--- src/rtl/u8dec_pkg.sv ---
// Shared types and constants for the lenient UTF-8 decoder.
package u8dec_pkg;

  localparam int BYTE_W  = 8;
  localparam int CP_W    = 21;
  localparam int PEND_W  = 2;
  localparam int CONT_W  = 6;

  typedef struct packed {
    logic [PEND_W-1:0] bytes_pending;
    logic [CP_W-1:0]   partial_value;
  } dec_state_t;

  typedef struct packed {
    logic [CP_W-1:0] code_point;
    logic            has_char;
    logic            string_end;
  } char_beat_t;

  typedef struct packed {
    logic       valid;
    char_beat_t beat;
  } dec_result_t;

endpackage

--- src/rtl/u8dec_if.sv ---
// Byte and character channel interfaces for the UTF-8 decoder.
interface u8dec_in_if;
  logic       valid;
  logic       ready;
  logic [7:0] byte_value;
  logic       last_byte;

  modport source(output valid, byte_value, last_byte, input ready);
  modport sink(input valid, byte_value, last_byte, output ready);
endinterface

interface u8dec_out_if;
  logic        valid;
  logic        ready;
  logic [20:0] code_point;
  logic        has_char;
  logic        string_end;

  modport source(output valid, code_point, has_char, string_end, input ready);
  modport sink(input valid, code_point, has_char, string_end, output ready);
endinterface

--- src/rtl/u8dec_decode.sv ---
// Sequence state and per-byte decode logic.
module u8dec_decode (
  input  logic                           clk,
  input  logic                           rst,
  input  logic                           step,
  input  logic [u8dec_pkg::BYTE_W-1:0]   byte_value,
  input  logic                           last_byte,
  output u8dec_pkg::dec_result_t         res
);
  import u8dec_pkg::*;

  dec_state_t state;
  dec_state_t state_next;

  always_comb begin
    dec_state_t  s;
    dec_result_t r;
    s = state;
    r = '0;
    if (state.bytes_pending != '0) begin
      s.partial_value = {state.partial_value[CP_W-CONT_W-1:0], byte_value[CONT_W-1:0]};
      s.bytes_pending = state.bytes_pending - PEND_W'(1);
      if (s.bytes_pending == '0) begin
        r.valid           = 1'b1;
        r.beat.code_point = s.partial_value;
        r.beat.has_char   = 1'b1;
        r.beat.string_end = last_byte;
        s.partial_value   = '0;
      end
    end else if (!byte_value[7]) begin
      r.valid           = 1'b1;
      r.beat.code_point = CP_W'(byte_value);
      r.beat.has_char   = 1'b1;
      r.beat.string_end = last_byte;
    end else if (!byte_value[6]) begin
      // lone continuation byte: dropped
    end else if (!byte_value[5]) begin
      s.partial_value = CP_W'(byte_value[4:0]);
      s.bytes_pending = PEND_W'(1);
    end else if (!byte_value[4]) begin
      s.partial_value = CP_W'(byte_value[3:0]);
      s.bytes_pending = PEND_W'(2);
    end else begin
      s.partial_value = CP_W'(byte_value[2:0]);
      s.bytes_pending = PEND_W'(3);
    end

    if (last_byte && !r.valid) begin
      s                 = '0;
      r.valid           = 1'b1;
      r.beat.code_point = '0;
      r.beat.has_char   = 1'b0;
      r.beat.string_end = 1'b1;
    end
    state_next = s;
    res        = r;
  end

  always_ff @(posedge clk) begin
    if (rst) begin
      state <= '0;
    end else if (step) begin
      state <= state_next;
    end
  end

  a_idle_no_bits: assert property (@(posedge clk) disable iff (rst)
    state.bytes_pending == '0 |-> state.partial_value == '0)
    else $error("partial bits held with no sequence open");

  a_last_clears: assert property (@(posedge clk) disable iff (rst)
    step && last_byte |=> state == '0)
    else $error("state not cleared after last byte");

  a_end_only: assert property (@(posedge clk) disable iff (rst)
    step && res.valid && !res.beat.has_char |->
      res.beat.string_end && res.beat.code_point == '0)
    else $error("empty result not an end marker");

  a_last_gives_result: assert property (@(posedge clk) disable iff (rst)
    step && last_byte |-> res.valid && res.beat.string_end)
    else $error("last byte gave no closing result");

endmodule

--- src/rtl/utf8_lenient_decoder_core.sv ---
// Lenient UTF-8 decoder: one byte beat in, at most one code point beat out.
//
// The bytes channel takes one byte of a string per beat, with last_byte set
// on the final byte. The chars channel gives one beat per completed
// character (has_char set), and a closing beat with only string_end set
// when the last byte completes no character. Lone continuation bytes and
// sequences cut off by the end of a string are dropped.
//
// A taken byte is held in the input register; its decode result is
// captured in the output register when the byte moves on, and is offered
// from there until it is taken. One byte is taken every cycle while the
// output is not stalled; the sequence state is updated in the same
// cycle as the result register.
//
// When chars.ready is low the output register holds its beat, the input
// register fills, and bytes.ready drops until the output beat is taken.
// Reset clears the valid flags of both registers and the sequence state,
// so decoding starts at a fresh string.
module utf8_lenient_decoder_core (
  input logic         clk,
  input logic         rst,
  u8dec_in_if.sink    bytes,
  u8dec_out_if.source chars
);
  import u8dec_pkg::*;

  logic              s1_valid;
  logic [BYTE_W-1:0] s1_byte;
  logic              s1_last;
  logic              s1_move;
  dec_result_t       dec_res;
  logic              out_valid;
  char_beat_t        out_beat;

  assign s1_move     = s1_valid && (!out_valid || chars.ready);
  assign bytes.ready = !s1_valid || s1_move;

  always_ff @(posedge clk) begin
    if (rst) begin
      s1_valid <= 1'b0;
    end else if (bytes.ready) begin
      s1_valid <= bytes.valid;
    end
  end

  always_ff @(posedge clk) begin
    if (bytes.valid && bytes.ready) begin
      s1_byte <= bytes.byte_value;
      s1_last <= bytes.last_byte;
    end
  end

  u8dec_decode u_dec (
    .clk        (clk),
    .rst        (rst),
    .step       (s1_move),
    .byte_value (s1_byte),
    .last_byte  (s1_last),
    .res        (dec_res)
  );

  always_ff @(posedge clk) begin
    if (rst) begin
      out_valid <= 1'b0;
    end else if (s1_move) begin
      out_valid <= dec_res.valid;
    end else if (chars.ready) begin
      out_valid <= 1'b0;
    end
  end

  always_ff @(posedge clk) begin
    if (s1_move && dec_res.valid) begin
      out_beat <= dec_res.beat;
    end
  end

  assign chars.valid      = out_valid;
  assign chars.code_point = out_beat.code_point;
  assign chars.has_char   = out_beat.has_char;
  assign chars.string_end = out_beat.string_end;

endmodule
--- src/flat_wrapper.sv ---
// flat-port wrapper written by rule: the top's interface ports become plain ports
module utf8_lenient_decoder_core_flat import u8dec_pkg::*;
  (clk, rst, bytes_valid, bytes_byte_value, bytes_last_byte, bytes_ready, chars_valid, chars_code_point, chars_has_char, chars_string_end, chars_ready);
  u8dec_in_if bytes_i ();
  u8dec_out_if chars_i ();
  input logic clk;
  input logic rst;
  input wire logic [$bits(bytes_i.valid)-1:0] bytes_valid;
  input wire logic [$bits(bytes_i.byte_value)-1:0] bytes_byte_value;
  input wire logic [$bits(bytes_i.last_byte)-1:0] bytes_last_byte;
  output wire logic [$bits(bytes_i.ready)-1:0] bytes_ready;
  output wire logic [$bits(chars_i.valid)-1:0] chars_valid;
  output wire logic [$bits(chars_i.code_point)-1:0] chars_code_point;
  output wire logic [$bits(chars_i.has_char)-1:0] chars_has_char;
  output wire logic [$bits(chars_i.string_end)-1:0] chars_string_end;
  input wire logic [$bits(chars_i.ready)-1:0] chars_ready;
  assign bytes_i.valid = bytes_valid;
  assign bytes_i.byte_value = bytes_byte_value;
  assign bytes_i.last_byte = bytes_last_byte;
  assign bytes_ready = bytes_i.ready;
  assign chars_valid = chars_i.valid;
  assign chars_code_point = chars_i.code_point;
  assign chars_has_char = chars_i.has_char;
  assign chars_string_end = chars_i.string_end;
  assign chars_i.ready = chars_ready;
  utf8_lenient_decoder_core u_core (.clk(clk), .rst(rst), .bytes(bytes_i), .chars(chars_i));
endmodule
--- config.mk ---
export PLATFORM = sky130hd
export DESIGN_NAME = utf8_lenient_decoder_core_flat
export DESIGN_NICKNAME = d
export VERILOG_FILES = /design/src/rtl/u8dec_pkg.sv /design/src/rtl/u8dec_if.sv /design/src/rtl/u8dec_decode.sv /design/src/rtl/utf8_lenient_decoder_core.sv /design/src/flat_wrapper.sv
export SDC_FILE = /design/constraint.sdc
export NUM_CORES = 1
export LEC_CHECK = 0
export BUFFER_PORTS_ARGS = -buffer_cell sky130_fd_sc_hd__buf_2
export CAP_MARGIN = 20
export CORE_ASPECT_RATIO = 0.9
export CORE_MARGIN = 4
export CORE_UTILIZATION = 45
export CTS_BUF_LIST = sky130_fd_sc_hd__clkbuf_16
export DETAILED_ROUTE_END_ITERATION = 10
export HOLD_SLACK_MARGIN = 0.08
export PLACE_DENSITY = 0.67
export SYNTH_ARGS = -nofsm -noshare
export SYNTH_HDL_FRONTEND = slang
export SYNTH_SLANG_ARGS = --single-unit
--- constraint.sdc ---
create_clock -name clk -period 6.4 [get_ports clk]
set_input_delay 0.64 -clock clk [delete_from_list [all_inputs] [get_ports clk]]
set_output_delay 0.64 -clock clk [all_outputs]
set_load 0.1 [all_outputs]
# ---- Yosys cells after proc, flatten, opt, wreduce, memory -nomap -nowiden
# Cells that the tools add are included.
dict set report totals {
  ff_bits 51
  latchBits 0
  ramBits 0
  romBits 0
  inputBits 13
  output_inout_bits 25
  word_cells 38
  n_memories 0
}
dict set report op_classes {
  addsub 1
  n_mul 0
  div_mod_pow 0
  magnitude_cmp 0
  eq_ne 0
  shifts 0
  n_mux 13
  bitwise_logic 0
  reduce_logical 15
}
# cell count
set ops {}
lappend ops {{2-to-1 mux 23 bit} 5}
lappend ops {{2-to-1 mux 24 bit} 4}
lappend ops {{2-to-1 mux 22 bit} 1}
lappend ops {{2-to-1 mux 21 bit} 1}
lappend ops {{nonzero test 3 bit} 2}
lappend ops {{logical AND 1 bit} 4}
lappend ops {{nonzero test 2 bit} 2}
lappend ops {{zero test 1 bit} 3}
lappend ops {{AND reduction 3 bit} 1}
lappend ops {{zero test 2 bit} 1}
lappend ops {{logical OR 1 bit} 2}
lappend ops {{2-to-1 mux 1 bit} 2}
lappend ops {{subtractor 2 x 1 -> 2 bit (second input constant)} 1}

# ---- Longest topological paths before layout
dict set report logic_depth {
  word_depth 8
  ltp_mapped 6
  depth_no_buf 4
}

# ---- Cells and area by module
# A second synthesis with hierarchy kept.
dict set report hier_totals {
  hier_cells 159
  area_unflattened_um2 2034.5
}
# mod n_inst cells_each area_each_um2 seq_area_each_um2
set modules_own_cells {}
lappend modules_own_cells {utf8_lenient_decoder_core 1 43 1063.5 1001.0}
lappend modules_own_cells {u8dec_decode 1 116 970.9 340.3}

# ---- Worst setup path after synthesis
# Ideal clock, no wire load.
dict set report synth_timing {
  path_kind {reg-to-reg}
  startpoint {register u_core.out_valid (netlist: u_core.chars.valid)}
  endpoint {register u_core.s1_byte[0], enable pin}
  setup_time_ps 285
  t_arrival_ps 2440
  t_required_ps 6115
  slack_ps 3675
  stages_incl_launch_ff 4
  n_path_buf 0
  synth_period_minus_slack_ps 2725
  cell_sequence {dfxtp_1 nor2b_1 nand2_1 and2_1}
}
dict set report synth_via {
  elab_chain_len 5
}
# item line
set synth_lines {}
lappend synth_lines {{start, declared} utf8_lenient_decoder_core.sv:32} ;# logic out_valid;
lappend synth_lines {{start signal, assigned} utf8_lenient_decoder_core.sv:66} ;# out_valid <= dec_res.valid;
lappend synth_lines {{zero test 1 bit} utf8_lenient_decoder_core.sv:35} ;# assign s1_move = s1_valid && (!out_valid || chars.ready);
lappend synth_lines {{logical OR 1 bit} utf8_lenient_decoder_core.sv:35}
lappend synth_lines {{logical AND 1 bit} utf8_lenient_decoder_core.sv:35}
lappend synth_lines {{logical OR 1 bit} utf8_lenient_decoder_core.sv:36} ;# assign bytes.ready = !s1_valid || s1_move;
lappend synth_lines {{via bytes_ready} flat_wrapper.sv:11} ;# output wire logic [$bits(bytes_i.ready)-1:0] bytes_ready;
lappend synth_lines {{logical AND 1 bit} utf8_lenient_decoder_core.sv:47} ;# if (bytes.valid && bytes.ready) begin
lappend synth_lines {{end signal, assigned} utf8_lenient_decoder_core.sv:48} ;# s1_byte <= bytes.byte_value;
lappend synth_lines {{end, declared} utf8_lenient_decoder_core.sv:28} ;# logic [BYTE_W-1:0] s1_byte;
# The timed path passes the listed nets, and every way through them passes these cells.
# A chain may end at the register's enable or synchronous reset.

# ---- Worst setup path in the final report
dict set report layout_timing {
  startpoint {input chars_ready}
  endpoint {output bytes_ready}
}
dict set report layout_via {
  elab_chain_len 3
}
# item line
set layout_lines {}
lappend layout_lines {{start, declared} flat_wrapper.sv:16} ;# input wire logic [$bits(chars_i.ready)-1:0] chars_ready;
lappend layout_lines {{logical OR 1 bit} utf8_lenient_decoder_core.sv:35}
lappend layout_lines {{logical AND 1 bit} utf8_lenient_decoder_core.sv:35}
lappend layout_lines {{logical OR 1 bit} utf8_lenient_decoder_core.sv:36}
lappend layout_lines {{end, declared} flat_wrapper.sv:11}
# No other way between the ends.

==> insert_results.sql <==
INSERT INTO impl_metrics (metric_group, metric, value, unit) VALUES
('route', 'drt-wirelength-per-cell', '13.5', 'um'),
('run', 'timing.max_cap.violations', '0', ''),
('yosys', 'synth_cell_types', '29', ''),
('setup_path', 'worstSetupEndpointType', 'primary output', ''),
('clock_tree', 'cts_repair_resize_count', '0', ''),
('sta', 'setup_tns', '0', 'ps'),
('floorplan', 'floorplan.die_area', '5760', 'um2'),
('clock_tree', 'cts_tree', 'yes', ''),
('route', 'aggregate_routed_wire_length', '3.50', 'mm'),
('floorplan', 'die_h', '72.4', 'um'),
('worst_hold_path', 'min-delay-path-class', 'reg -> reg', ''),
('yosys', 'synthesis.yosys.warnings', '0', ''),
('route', 'ant_nets', '0', ''),
('setup_path', 'worstPathRequired', '5760', 'ps'),
('power', 'power.share.sequential', '52.4', '%'),
('power', 'share_clk_of_total_power', '35.5', '%'),
('placed_design', 'place_hpwl', '2.40', 'mm'),
('clock_tree', 'clk_latency', '280', 'ps'),
('sta', 'unrepaired_setup_endpoints_after_global_routing', 'no', ''),
('sta', 'fin_skew', '5.17', 'ps'),
('yosys', 'netlist_area', '2070', 'um2'),
('floorplan', 'placeableCoreArea', '4460', 'um2'),
('final_layout', 'final_layout_size_suffix_gt1_share', '31.8', '%'),
('worst_hold_path', 'timing.hold.worst_path_depth', '2', ''),
('floorplan', 'die_w', '79.6', 'um'),
('power', 'cellPowerDensity', '290', 'nW/um2'),
('placed_design', 'portbufs', '37', ''),
('setup_path', 'arrival', '1430', 'ps'),
('yosys', 'synth_sequential_area_ratio', '64.7', '%'),
('power', 'total_power_consumption_of_the_routed_design', '703', 'uW'),
('floorplan', 'start_util', '46.5', '%'),
('yosys', 'postSynthCellCount', '161', ''),
('setup_path', 'startpoint_type', 'input pin', ''),
('setup_path', 'worst_reg_to_reg_cells', '5', ''),
('global_route', 'pin_count_of_the_biggest_net_entering_global_routing', '33', ''),
('floorplan', 'num_io_pins', '38', ''),
('route', 'dr_total_vias', '1282', ''),
('sta', 'share_of_the_clock_period_used_by_the_worst_path_after_layout', '32.4', '%'),
('clock_tree', 'cts_max_path_buffers', '2', ''),
('yosys', 'netlist.area_leader.share', '46.3', '%'),
('yosys', 'leading_cell_type_by_number_of_instances_after_synthesis', 'sky130_fd_sc_hd__edfxtp_1', ''),
('sta', 'finalSetupViolCount', '0', ''),
('clock_tree', 'h-tree-depth', '2', ''),
('yosys', 'synth_top_cells_by_area', 'sky130_fd_sc_hd__edfxtp_1 (46%), sky130_fd_sc_hd__dfxtp_1 (18%), sky130_fd_sc_hd__and2_1 (6.0%), sky130_fd_sc_hd__nand2b_1 (5.1%), sky130_fd_sc_hd__o21ai_2 (5.1%)', ''),
('yosys', 'synth_edf_count', '32', ''),
('clock_tree', 'cts_root_buffer', 'sky130_fd_sc_hd__clkbuf_16', ''),
('power', 'ir_worst_vdd', '147', 'uV'),
('clock_tree', 'clock_sinks', '51', ''),
('final_layout', 'area_growth_from_synthesis_to_final_layout', '17.0', '%'),
('sta', 'final-max-slew-violation-count', '0', ''),
('final_layout', 'finish.net_count', '210', ''),
('sta', 'maxClockFrequency', '0.483', 'GHz'),
('route', 'detail_route.first_pass.iterations', '5', ''),
('route', 'initialDrtViolationCount', '61', ''),
('setup_path', 'critPathKind', 'in -> out', ''),
('yosys', 'syn_nets', '174', ''),
('sta', 'fin_crit', '2070', 'ps'),
('clock_tree', 'cts_setup_buffers', '0', ''),
('yosys', 'syn_area_per_cell', '12.9', 'um2'),
('global_route', 'grt_first_pass_wirelength', '6.01', 'mm'),
('route', 'drcViolationCount', '0', ''),
('final_layout', 'nFillCells', '396', ''),
('global_route', 'groute.usage.overall', '13.5', '%'),
('power', 'power.net_switching', '183', 'uW'),
('clock_tree', 'clkSlewWorstSetupHoldPaths', '60', 'ps'),
('sta', 'hold_viol_final', '0', ''),
('final_layout', 'antenna-diode-count', '0', ''),
('power', 'cellLeakagePower', '0.884', 'nW'),
('status', 'outcome', 'finished clean', ''),
('sta', 'timing_worst_slew_pin_value', '647', 'ps'),
('power', 'comb_power_share', '12.1', '%');
## cell families (layout without fill, tap and decap cells)
family / Yosys count / after routing / share of synthesized area [%]
AND/OR/NAND/NOR: 69 / 69 / 20.0
flip-flops: 51 / 51 / 64.7
AO/OA/AOI/OAI: 29 / 29 / 11.3
buffers and inverters: 12 / 49 / 3.98
## cell type report
cell class	count	area (um2)	area share (%)
clock buffer	5	125	5.15
clock inverter	3	15.0	0.619
inverter	2	7.51	0.309
multi-input combinational	98	653	26.9
sequential	51	1340	55.3
tap	62	77.6	3.20
timing repair buffer	39	208	8.56
## registers in the layout, summed over array words and instances (netlist names)
signal	cells
u_core.chars.code_point	21
u_core.u_dec.state	17
u_core.s1_byte	8
u_core.chars.has_char	1
u_core.chars.string_end	1
u_core.chars.valid	1
u_core.s1_last	1
u_core.s1_valid	1
## worst max-delay path, cell delays in order
cell and delay, ps:
sky130_fd_sc_hd__buf_2 100, sky130_fd_sc_hd__nor2b_1 270, sky130_fd_sc_hd__nand2_1 110, sky130_fd_sc_hd__buf_2 300
## stage by stage
step	instance area, um2	instances	util [%]	setup slack [ps]
floorplan	2070	161	-	3680
global placement	2270	251	50.9	4180
detailed placement	2270	251	50.9	4040
CTS	2410	259	54.1	4030
global route	2430	260	54.4	4180
finish	2430	260	54.4	4330
## power groups by stage
stage	clock network [mW]	registers, mW	logic, mW
after floorplan	0	0.420	0.0261
after global placement	0	0.375	0.0833
after detailed placement	0	0.376	0.0842
after CTS	0.258	0.369	0.0844
after global routing	0.270	0.370	0.0892
final	0.250	0.368	0.0848
## placed cells by master (no fill, tap or decap), types with 2 or more instances in the layout
cell type                   Yosys  final
sky130_fd_sc_hd__a21oi_1        3      3
sky130_fd_sc_hd__o21ai_2       12     12
sky130_fd_sc_hd__clkbuf_16      0      5
sky130_fd_sc_hd__edfxtp_1      32     32
sky130_fd_sc_hd__nand3_1       13     13
sky130_fd_sc_hd__o21ai_0        6      6
sky130_fd_sc_hd__nand2_1        2      2
sky130_fd_sc_hd__buf_2          2     37
sky130_fd_sc_hd__nor2_1         9      8
sky130_fd_sc_hd__clkinv_1       0      2
sky130_fd_sc_hd__nor2b_1        2      2
sky130_fd_sc_hd__inv_1          2      2
sky130_fd_sc_hd__nand2b_1      17     17
sky130_fd_sc_hd__and2b_1        2      2
sky130_fd_sc_hd__and2_1        20     20
sky130_fd_sc_hd__dfxtp_1       19     19
## path summary, 6_finish.rpt
path                           from                          end  slack (ps)
max reg2reg       u_core.s1_byte[7]  u_core.chars.code_point[15]        4330
max                     chars_ready                  bytes_ready        4330
min reg2reg  u_core.u_dec.state[12]       u_core.u_dec.state[12]         480
min          u_core.u_dec.state[12]       u_core.u_dec.state[12]         480
## per-layer routing
layer  GRT usage [%]  vias to the layer above  part of all wire, %
li1                -                      633                    -
met4            5.73                        0                  1.5
met5               0                        -                    0
met3            3.72                        7                  4.2
met2            24.3                       26                   52
met1            15.1                      616                   42
Power figures use the tool's default switching activity.
